File: config.mk
export PLATFORM = sky130hd
export DESIGN_NAME = line_editor_erase_kill_unit
export DESIGN_NICKNAME = d
export VERILOG_FILES = /design/src/design/leek_pkg.sv /design/src/design/line_editor_erase_kill_unit.sv /design/src/design/leek_ctrl.sv /design/src/design/leek_dp.sv
export VERILOG_INCLUDE_DIRS = /design/src /design/src/design
export SDC_FILE = /design/constraint.sdc
export NUM_CORES = 1
export LEC_CHECK = 0
export ABC_CLOCK_PERIOD_IN_PS = 7800
export CORE_UTILIZATION = 40
export CTS_CLUSTER_SIZE = 20
export DETAILED_ROUTE_END_ITERATION = 6
export DONT_BUFFER_PORTS = 1
export GPL_ROUTABILITY_DRIVEN = 0
export HOLD_SLACK_MARGIN = 0.05
export PLACE_DENSITY = 0.54
export SLEW_MARGIN = 20
export SYNTH_ARGS = -nofsm -noshare
export SYNTH_HDL_FRONTEND = slang
export SYNTH_HIERARCHICAL = 1
export SYNTH_SLANG_ARGS = --single-unit
export TNS_END_PERCENT = 20
File: constraint.sdc
create_clock -name clk_i -period 7.8 [get_ports clk_i]
set_input_delay 1.17 -clock clk_i [delete_from_list [all_inputs] [get_ports clk_i]]
set_output_delay 1.17 -clock clk_i [all_outputs]
set_load 0.01 [all_outputs]
File: src/design/line_editor_erase_kill_unit_defines.svh
// Assertion macros for the line editor unit.
// Used by the datapath module; needs clk_i and rst_ni in scope.
`ifndef LINE_EDITOR_ERASE_KILL_UNIT_DEFINES_SVH
`define LINE_EDITOR_ERASE_KILL_UNIT_DEFINES_SVH

// prop must hold at every rising clock edge outside reset
`define LEEK_ASSERT(lbl, prop, msg) \
  lbl: assert property (@(posedge clk_i) disable iff (!rst_ni) prop) else $error(msg);

// cond must never be true outside reset
`define LEEK_ASSERT_NEVER(lbl, cond, msg) \
  `LEEK_ASSERT(lbl, !(cond), msg)

`endif

File: src/design/leek_pkg.sv
// Shared types and constants for the line editor unit.
// No dependencies; imported by the controller, datapath and top level.
package leek_pkg;

  localparam int unsigned LineDepthDef = 64;
  localparam int unsigned CharW        = 8;
  localparam int unsigned CfgIdxW      = 2;

  localparam logic [CfgIdxW-1:0] REG_ERASE    = 2'd0;
  localparam logic [CfgIdxW-1:0] REG_KILL     = 2'd1;
  localparam logic [CfgIdxW-1:0] REG_LINE_END = 2'd2;
  localparam logic [CfgIdxW-1:0] REG_TEXT_END = 2'd3;

  localparam logic [CharW-1:0] ERASE_RST    = 8'd35;  // '#'
  localparam logic [CharW-1:0] KILL_RST     = 8'd64;  // '@'
  localparam logic [CharW-1:0] LINE_END_RST = 8'd10;  // newline
  localparam logic [CharW-1:0] TEXT_END_RST = 8'd36;  // '$'

  // controller -> datapath
  typedef struct packed {
    logic edit;   // apply erase / kill / append for the accepted beat
    logic flush;  // snapshot the line and clear the buffer
    logic rd;     // read store at the drain pointer
    logic load;   // load the output register and advance the pointer
  } leek_cmd_t;

  // datapath -> controller
  typedef struct packed {
    logic is_flush;   // incoming char is a line or text end code
    logic fill_zero;  // buffer currently empty
    logic last;       // next loaded beat ends the line
    logic out_free;   // output register can take a beat this cycle
  } leek_sts_t;

endpackage

File: src/design/line_editor_erase_kill_unit.sv
// Line editor with erase and kill: one character per input beat, buffered
// lines drained on line end or text end. Top level; uses leek_pkg, leek_ctrl, leek_dp.
//
// Editing characters (erase, kill, ordinary text) are taken back to back, even
// while an earlier result still waits on the output. A line end or text end
// character starts a drain: after that beat input is held off while the line
// leaves, each result beat taking a store read and then an output load (the
// empty line marker only the load), and longer while the output stalls. The
// line store holds LineDepth characters; later ones are dropped and flagged
// on every beat of that line.
module line_editor_erase_kill_unit import leek_pkg::*; #(
  parameter int unsigned LineDepth = LineDepthDef
) (
  input  logic               clk_i,
  input  logic               rst_ni,
  input  logic               cfg_we_i,
  input  logic [CfgIdxW-1:0] cfg_idx_i,
  input  logic [CharW-1:0]   cfg_data_i,
  input  logic               s_axis_tvalid,
  output logic               s_axis_tready,
  input  logic [7:0]         s_axis_tdata,  // [7:0] char_in
  output logic               m_axis_tvalid,
  input  logic               m_axis_tready,
  output logic [7:0]         m_axis_tdata,  // [7:0] char_out
  output logic               m_axis_tlast,  // last_of_line
  output logic [2:0]         m_axis_tuser   // [0] has_char, [1] chars_dropped, [2] end_of_text
);

  leek_cmd_t cmd;
  leek_sts_t sts;

  leek_ctrl u_ctrl (
    .clk_i      (clk_i),
    .rst_ni     (rst_ni),
    .in_valid_i (s_axis_tvalid),
    .in_ready_o (s_axis_tready),
    .sts_i      (sts),
    .cmd_o      (cmd)
  );

  leek_dp #(
    .LineDepth (LineDepth)
  ) u_dp (
    .clk_i       (clk_i),
    .rst_ni      (rst_ni),
    .cfg_we_i    (cfg_we_i),
    .cfg_idx_i   (cfg_idx_i),
    .cfg_data_i  (cfg_data_i),
    .in_char_i   (s_axis_tdata),
    .cmd_i       (cmd),
    .sts_o       (sts),
    .out_ready_i (m_axis_tready),
    .out_valid_o (m_axis_tvalid),
    .out_char_o  (m_axis_tdata),
    .out_has_o   (m_axis_tuser[0]),
    .out_last_o  (m_axis_tlast),
    .out_drop_o  (m_axis_tuser[1]),
    .out_eot_o   (m_axis_tuser[2])
  );

endmodule

File: src/design/leek_ctrl.sv
// Controller for the line editor: sequences input beats and line drains.
// Depends on leek_pkg for the command and status structs.
module leek_ctrl import leek_pkg::*; (
  input  logic      clk_i,
  input  logic      rst_ni,
  input  logic      in_valid_i,
  output logic      in_ready_o,
  input  leek_sts_t sts_i,
  output leek_cmd_t cmd_o
);

  localparam logic [1:0] ST_IDLE = 2'd0;
  localparam logic [1:0] ST_RD   = 2'd1;
  localparam logic [1:0] ST_WR   = 2'd2;

  logic [1:0] state_q, state_d;

  always_comb begin
    state_d    = state_q;
    in_ready_o = 1'b0;
    cmd_o      = '0;
    case (state_q)
      ST_IDLE: begin
        in_ready_o = 1'b1;
        if (in_valid_i) begin
          if (sts_i.is_flush) begin
            cmd_o.flush = 1'b1;
            // empty line goes straight to the marker beat
            state_d = sts_i.fill_zero ? ST_WR : ST_RD;
          end else begin
            cmd_o.edit = 1'b1;
          end
        end
      end
      ST_RD: begin
        cmd_o.rd = 1'b1;
        state_d  = ST_WR;
      end
      ST_WR: begin
        if (sts_i.out_free) begin
          cmd_o.load = 1'b1;
          state_d    = sts_i.last ? ST_IDLE : ST_RD;
        end
      end
      default: state_d = ST_IDLE;
    endcase
  end

  always_ff @(posedge clk_i or negedge rst_ni) begin
    if (!rst_ni) begin
      state_q <= ST_IDLE;
    end else begin
      state_q <= state_d;
    end
  end

endmodule

File: src/design/leek_dp.sv
// Datapath for the line editor: config registers, line store, fill count,
// drain pointer and output register. Depends on leek_pkg and the defines header.
`include "line_editor_erase_kill_unit_defines.svh"
module leek_dp import leek_pkg::*; #(
  parameter int unsigned LineDepth = LineDepthDef
) (
  input  logic               clk_i,
  input  logic               rst_ni,
  input  logic               cfg_we_i,
  input  logic [CfgIdxW-1:0] cfg_idx_i,
  input  logic [CharW-1:0]   cfg_data_i,
  input  logic [CharW-1:0]   in_char_i,
  input  leek_cmd_t          cmd_i,
  output leek_sts_t          sts_o,
  input  logic               out_ready_i,
  output logic               out_valid_o,
  output logic [CharW-1:0]   out_char_o,
  output logic               out_has_o,
  output logic               out_last_o,
  output logic               out_drop_o,
  output logic               out_eot_o
);

  localparam int unsigned AW = (LineDepth > 1) ? $clog2(LineDepth) : 1;
  localparam int unsigned CW = $clog2(LineDepth + 1);

  logic [CharW-1:0] erase_q, kill_q, line_end_q, text_end_q;
  logic [CharW-1:0] mem [LineDepth];
  logic [CharW-1:0] rd_data_q;
  logic [CW-1:0]    fill_q, len_q, ptr_q;
  logic             ovf_q, drop_q, eot_q;
  logic             out_valid_q;
  logic [CharW-1:0] out_char_q;
  logic             out_has_q, out_last_q, out_drop_q, out_eot_q;

  logic is_eot, is_flush, is_erase, is_kill, do_write, last;

  assign is_eot   = (in_char_i == text_end_q);
  assign is_flush = is_eot || (in_char_i == line_end_q);
  assign is_erase = (in_char_i == erase_q);
  assign is_kill  = (in_char_i == kill_q);
  assign do_write = cmd_i.edit && !is_erase && !is_kill && (fill_q < CW'(LineDepth));
  assign last     = (len_q == '0) || (ptr_q + CW'(1) == len_q);

  assign sts_o.is_flush  = is_flush;
  assign sts_o.fill_zero = (fill_q == '0);
  assign sts_o.last      = last;
  assign sts_o.out_free  = !out_valid_q || out_ready_i;

  always_ff @(posedge clk_i or negedge rst_ni) begin
    if (!rst_ni) begin
      erase_q    <= ERASE_RST;
      kill_q     <= KILL_RST;
      line_end_q <= LINE_END_RST;
      text_end_q <= TEXT_END_RST;
    end else if (cfg_we_i) begin
      case (cfg_idx_i)
        REG_ERASE:    erase_q    <= cfg_data_i;
        REG_KILL:     kill_q     <= cfg_data_i;
        REG_LINE_END: line_end_q <= cfg_data_i;
        REG_TEXT_END: text_end_q <= cfg_data_i;
        default: ;
      endcase
    end
  end

  always_ff @(posedge clk_i or negedge rst_ni) begin
    if (!rst_ni) begin
      fill_q <= '0;
      ovf_q  <= 1'b0;
      len_q  <= '0;
      ptr_q  <= '0;
      drop_q <= 1'b0;
      eot_q  <= 1'b0;
    end else begin
      if (cmd_i.flush) begin
        len_q  <= fill_q;
        drop_q <= ovf_q;
        eot_q  <= is_eot;
        ptr_q  <= '0;
        fill_q <= '0;
        ovf_q  <= 1'b0;
      end else if (cmd_i.edit) begin
        if (is_erase) begin
          if (fill_q != '0) fill_q <= fill_q - CW'(1);
        end else if (is_kill) begin
          fill_q <= '0;  // overflow flag stays until the flush
        end else if (do_write) begin
          fill_q <= fill_q + CW'(1);
        end else begin
          ovf_q <= 1'b1;
        end
      end
      if (cmd_i.load) ptr_q <= ptr_q + CW'(1);
    end
  end

  // line store, no reset: only entries below the fill count are read
  always_ff @(posedge clk_i) begin
    if (do_write) mem[fill_q[AW-1:0]] <= in_char_i;
    if (cmd_i.rd) rd_data_q <= mem[ptr_q[AW-1:0]];
  end

  always_ff @(posedge clk_i or negedge rst_ni) begin
    if (!rst_ni) begin
      out_valid_q <= 1'b0;
    end else if (cmd_i.load) begin
      out_valid_q <= 1'b1;
    end else if (out_ready_i) begin
      out_valid_q <= 1'b0;
    end
  end

  always_ff @(posedge clk_i) begin
    if (cmd_i.load) begin
      out_char_q <= (len_q == '0) ? '0 : rd_data_q;
      out_has_q  <= (len_q != '0);
      out_last_q <= last;
      out_drop_q <= drop_q;
      out_eot_q  <= eot_q;
    end
  end

  assign out_valid_o = out_valid_q;
  assign out_char_o  = out_char_q;
  assign out_has_o   = out_has_q;
  assign out_last_o  = out_last_q;
  assign out_drop_o  = out_drop_q;
  assign out_eot_o   = out_eot_q;

  `LEEK_ASSERT_NEVER(a_fill_range, fill_q > CW'(LineDepth), "fill count above line depth")
  `LEEK_ASSERT(a_load_free, cmd_i.load |-> (!out_valid_q || out_ready_i), "load over held beat")
  `LEEK_ASSERT(a_flush_clears, cmd_i.flush |=> (fill_q == '0 && !ovf_q), "flush left line state")
  `LEEK_ASSERT(a_ptr_bound, (cmd_i.rd || cmd_i.load) |-> (len_q == '0 || ptr_q < len_q), "drain past line")

endmodule
==> impl_metrics.py, run 1 <==
metrics = {
    "power": {
        "power.share.clock": 0.337,
        "p_switching_w": 0.00230,
        "switching_share": 0.271,
        "power.density_nw_per_um2": 322,
        "seqPwrFrac": 0.442,
        "p_leak_nw": 8.23,
        "vdd_drop_max_uv": 259,
        "intPower_w": 0.00619,
        "pwr-share-comb": 0.221,
    },
    "setup_path": {
        "cp_data_arrival_time_ps": 4780,
        "cp_max_fo": 68,
        "slowest_stage": "nor2_1",
        "startpoint_type": "input port",
        "cp_data_required_time_ps": 8040,
        "cp-end-kind": "register",
        "cp_cell_sequence": "xor2_1 -> nor4_1 -> nand2_1 -> o21ai_0 -> nor4b_1 -> nand2b_1 -> a211oi_2 -> nand4_1 -> nor2_1",
        "max_stage_delay_ps": 930,
        "crit_type": "in -> reg",
    },
    "timing": {
        "finalHoldViolCount": 0,
        "relSlewSlack": 0.346,
        "period_needed_ps": 4540,
        "fmax_ghz": 0.220,
        "worst_slew_pin_slew_ps": 978,
        "finalSetupViolations": 0,
        "finClkSkew_ps": 31.6,
        "final.period_utilization": 0.582,
        "tns_ps": 0,
        "drv_slew": 0,
        "rsz0062_at_grt": "false",
    },
    "placed_design": {
        "place_hpwl_mm": 31.3,
        "io_buffers": 0,
    },
    "grt": {
        "antenna_found_initial": 1,
        "grt_pass1_vias": 11378,
        "gr-total-overflow": 0,
        "grt_max_degree": 132,
        "grt_pass1_wl_mm": 79.4,
        "grt_use_total": 0.183,
    },
    "route": {
        "wire_per_inst_um": 26.8,
        "drt-pass1-iter-count": 4,
        "routed_via_density": 5.59,
        "antenna_left": 0,
        "drcViolationCount": 0,
        "drt_iter0_drc": 913,
        "vias": 11182,
        "drt_wl_total_mm": 53.7,
    },
    "clock_network": {
        "cts.sinks": 591,
        "path_clk_slew_ps": 60,
        "cts_max_level": 2,
        "cts_tree": "done",
        "cts_buffers": 58,
        "cts_setup_buffers": 0,
        "ctsRootBufferMaster": "clkbuf_16",
        "clkLatencyLatePin_ps": 630,
        "cts_resized": 0,
        "clock_path_buffers": 3,
        "cts-hold-fix-buffers": 0,
    },
    "yosys": {
        "synth_cell_types": 59,
        "synth_edf_count": 532,
        "avgSynthCellArea_um2": 20.1,
        "syn_inst": 1180,
        "synth_top_area_cell": "edfxtp_1",
        "synth_ff_type": "edfxtp_1",
        "syn_area_um2": 23700,
        "seq_area_frac_synth": 0.737,
        "synth_nets": 1207,
        "yosysWarnings": 6,
        "ys_seq_elements": 591,
        "ys_top_cells_by_area": "edfxtp_1, mux4_2, dfrtp_1, mux2_2, mux2i_1",
        "async_reset_ff_frac": 0.0998,
        "yosys.area.top_type_share": 0.674,
    },
    "run_status": {
        "outcome": "completed",
    },
    "die": {
        "placementRows": 88,
        "die_area_um2": 60200,
        "die_w_um": 245,
        "start_util": 0.407,
        "io-pin-count": 37,
        "fp.dieH_um": 245,
        "core_area_um2": 58100,
    },
    "worst_hold_path": {
        "hold_class": "in -> async",
    },
    "run": {
        "maxCapViolations": 0,
    },
    "finish": {
        "fin_util": 0.454,
        "fill_cells": 4906,
        "antenna_cells": 0,
        "nets": 1216,
        "layout_commonest_cell": "edfxtp_1",
        "drive_gt1_frac": 0.252,
        "syn_to_final_growth_pct": 11.4,
        "final_cell_mix": "edfxtp_1, mux4_2, nor2_1",
    },
}
-- worst max-delay path: cells and delay by family --
kind                      cells  cell delay (ps)
AOI/OAI and AO/OA             2              720
xor gates and xnor gates      1              190
and+or+nand+nor               6             2610
-- cells in the mapped netlist (all sizes together), types with 3 or more instances --
cell	n
inv	5
edfxtp	532
buf	44
mux4	144
clkbuf	13
nor2	78
a211oi	6
nand3b	5
o21a	4
nand2b	6
or3	3
xor2	19
nand4	13
mux2i	30
and2	12
nand2	31
o21ai	32
ha	4
xnor2	22
nor2b	3
dfrtp	51
mux2	46
and3	8
nor4	5
a21oi	6
nor3	6
nand3	7
dfstp	8
a221oi	7
-- power by group through the flow --
stage	logic, W	clock network, W	registers, W
after detailed placement	0.00189	0	0.00382
after global routing	0.00201	0.00303	0.00377
after CTS	0.00190	0.00292	0.00376
after global placement	0.00189	0	0.00382
after floorplan	0.00148	0	0.00373
final	0.00188	0.00286	0.00375
-- area by class of cell --
class	instances	area [µm²]	share of cell area
clock inverter	35	402	0.0152
clock buffer	72	1570	0.0593
multi-input combinational	526	5900	0.224
sequential	591	17500	0.662
timing repair buffer	6	70.1	0.00266
inverter	6	22.5	0.000853
tap	765	957	0.0363
-- layer usage --
metal,up-vias,track usage,part of all wire
li1,4835,-,-
met1,5926,0.269,0.46
met2,329,0.271,0.45
met3,90,0.0467,0.066
met4,2,0.0499,0.024
met5,-,0,0.00028
-- final timing paths --
kind	slack, ps	to	start	cells after the start
max in group asynchronous	7350	u_dp/text_end_q[2]$_DFFE_PN1P_	rst_ni	0
worst min-delay path	250	u_dp/len_q[1]$_DFFE_PN0P_	rst_ni	0
worst max register to register	3400	u_dp/mem[37][5]$_DFFE_PP_	u_dp/text_end_q[2]$_DFFE_PN1P_	9
min in group clk_i	470	u_dp/out_drop_o$_DFFE_PP_	u_dp/drop_q$_DFFE_PN0P_	0
worst max-delay path	3260	u_dp/mem[37][5]$_DFFE_PP_	s_axis_tdata[7]	9
worst min register to register	470	u_dp/out_drop_o$_DFFE_PP_	u_dp/drop_q$_DFFE_PN0P_	0
-- cells by family after synthesis --
family | Yosys count | synth area share
simple gates | 185 | 0.0381
flops | 591 | 0.737
fa+ha+maj | 4 | 0.00211
buf+inv | 63 | 0.0138
mux | 220 | 0.171
xor+xnor | 41 | 0.0152
compound gates | 76 | 0.0220
-- stage by stage --
step	hold WS [ps]	instance area, µm²	setup slack (ps)	power, W	instances
floorplan	421	23700	4110	0.00520	1180
global placement	452	24400	2730	0.00571	1894
detailed placement	445	24400	2630	0.00571	1894
CTS	211	26400	3260	0.00858	2001
global route	217	26400	2920	0.00881	2001
finish	249	26400	3260	0.00849	2001
-- registers in the layout, indices dropped and copies added, names as in the netlist, 2 cells and up --
| name | cells |
|---|---|
| u_dp/out_char_o | 8 |
| u_dp/erase_q | 8 |
| u_dp/rd_data_q | 8 |
| u_dp/fill_q | 7 |
| u_dp/line_end_q | 8 |
| u_dp/len_q | 7 |
| u_dp/mem | 512 |
| u_dp/kill_q | 8 |
| u_dp/ptr_q | 7 |
| u_ctrl/state_q | 2 |
| u_dp/text_end_q | 8 |
No activity file was read; power rests on OpenSTA's default activity.
==> run 2, diff against run 1 <==
ABC_CLOCK_PERIOD_IN_PS = 4100   (was 7800)
PLACE_DENSITY = 0.56   (was 0.54)
clock period = 4.1 ns   (was 7.8 ns; I/O delays follow)
==> impl_metrics.py, run 2 (synthesized netlist as in run 1, its figures left out) <==
metrics = {
    "clock_network": {
        "cts_max_level": 2,
        "path_clk_slew_ps": 60,
        "cts.sinks": 591,
        "ctsRootBufferMaster": "clkbuf_16",
        "cts_tree": "done",
        "clkLatencyLatePin_ps": 620,
        "clock_path_buffers": 3,
        "cts_buffers": 59,
        "cts_resized": 0,
    },
    "timing": {
        "finClkSkew_ps": 14.6,
        "finalHoldViolCount": 0,
        "period_needed_ps": 3650,
        "final.period_utilization": 0.891,
        "relSlewSlack": 0.455,
        "tns_ps": 0,
        "finalSetupViolations": 0,
        "drv_slew": 0,
        "fmax_ghz": 0.274,
        "worst_slew_pin_slew_ps": 811,
        "rsz0062_at_grt": "false",
    },
    "setup_path": {
        "crit_cells": 11,
        "crit-reg2reg-launch": "u_dp/text_end_q[2]$_DFFE_PN1P_",
        "r2r_slack_ps": 450,
        "cp_top_family": "simple AND/OR/NAND/NOR gates",
        "r2r-end": "u_dp/mem[49][0]$_DFFE_PP_",
        "crit_end": "u_dp/mem[49][0]$_DFFE_PP_",
        "crit_type": "reg -> reg",
        "crit_top_cell": "buf_4",
        "reg2reg_depth": 11,
        "max_stage_delay_ps": 560,
        "slowest_stage": "a211oi_2",
        "setup.worst_path.start": "u_dp/text_end_q[2]$_DFFE_PN1P_",
        "cp-end-kind": "register",
        "cp_max_fo": 9,
        "cp_data_arrival_time_ps": 3970,
        "cp_data_required_time_ps": 4420,
        "path_buf_inv": 2,
        "startpoint_type": "register",
        "cp_cell_sequence": "xor2_1 -> nor4_1 -> nand2_1 -> o21ai_0 -> nor4b_1 -> nand2b_1 -> a211oi_2 -> nand4_1 -> buf_4 -> nor2_1 -> buf_4",
    },
    "grt": {
        "grt_pass1_wl_mm": 78.7,
        "grt_use_total": 0.177,
        "grt_pass1_vias": 11768,
        "groute.layer.met3.usage": 0.0351,
        "top_usage_layer": "met2",
        "gr-total-overflow": 0,
        "use_met2": 0.273,
        "antenna_found_initial": 1,
        "grt_max_degree": 99,
        "gr-usage-met1": 0.260,
    },
    "route": {
        "drt_wl_total_mm": 51.7,
        "drcViolationCount": 0,
        "vias": 11329,
        "routed_via_density": 5.42,
        "drt_iter0_drc": 873,
        "antenna_left": 0,
        "wire_per_inst_um": 24.8,
        "drt-pass1-iter-count": 5,
    },
    "die": {
        "start_util": 0.407,
        "fp.dieH_um": 245,
        "placementRows": 88,
        "die_w_um": 245,
        "core_area_um2": 58100,
        "die_area_um2": 60200,
        "io-pin-count": 37,
    },
    "power": {
        "vdd_drop_max_uv": 430,
        "power.density_nw_per_um2": 605,
        "p_leak_nw": 8.71,
    },
    "finish": {
        "nets": 1302,
        "final_cell_mix": "edfxtp_1, mux4_2, buf_4",
        "fin_util": 0.466,
        "syn_to_final_growth_pct": 14.4,
        "antenna_cells": 0,
        "layout_commonest_cell": "edfxtp_1",
        "fill_cells": 4888,
        "drive_gt1_frac": 0.290,
        "largest_reg_flops": 512,
    },
    "run_status": {
        "outcome": "completed",
    },
    "worst_hold_path": {
        "hold_depth": 0,
        "hold_class": "in -> reg",
    },
    "placed_design": {
        "io_buffers": 0,
        "place_hpwl_mm": 31.4,
    },
    "run": {
        "maxCapViolations": 0,
    },
}
## run 2: metal layers
| layer | vias up | share of wire | wire length, µm |
|---|---|---|---|
| met5 | - | 0 | 0 |
| met4 | 0 | 0.013 | 677 |
| met3 | 46 | 0.051 | 2650 |
| met2 | 252 | 0.47 | 24100 |
| met1 | 6029 | 0.47 | 24400 |
| li1 | 5002 | - | - |
## run 2: worst min-delay path by stage
stage / from / end / slack, ps
after global placement: rst_ni / u_dp/erase_q[4]$_DFFE_PN0P_ / 320
final: s_axis_tdata[6] / u_dp/mem[48][6]$_DFFE_PP_ / 100
after CTS: s_axis_tdata[2] / u_dp/mem[63][2]$_DFFE_PP_ / 70
after detailed placement: rst_ni / u_dp/erase_q[4]$_DFFE_PN0P_ / 320
after floorplan: rst_ni / u_ctrl/state_q[0]$_DFFE_PN0P_ / 320
after global routing: s_axis_tdata[6] / u_dp/mem[48][6]$_DFFE_PP_ / 70
## run 2: power by group
part           switching [W]  leakage, nW  internal (W)
sequential          0.000231         5.50       0.00686
clock                0.00221        0.971       0.00333
combinational        0.00197         2.24       0.00179
total                0.00442         8.71        0.0120
## run 2: final cells by class
cell class | count | area (µm²) | area share
inverter | 6 | 22.5 | 0.000831
clock buffer | 74 | 1580 | 0.0581
tap | 765 | 957 | 0.0353
multi-input combinational | 526 | 5900 | 0.218
timing repair buffer | 91 | 756 | 0.0279
clock inverter | 37 | 424 | 0.0157
sequential | 591 | 17500 | 0.645
## run 2: what timing repair did
item / in CTS / in global routing
hold buffers: 2 / 0
hold endpoints to repair: 59 / 0
setup endpoints to repair: 0 / 0
setup buffers: 0 / 0
## run 2: metrics by stage
stage	setup slack [ps]	cells	total power (W)	instance area, µm²	hold slack, ps
floorplan	963	1180	0.00990	23700	319
global placement	407	1977	0.0110	25100	321
detailed placement	360	1977	0.0110	25100	321
CTS	480	2090	0.0166	27100	68.7
global route	194	2090	0.0170	27100	70.2
finish	446	2090	0.0164	27100	98.1
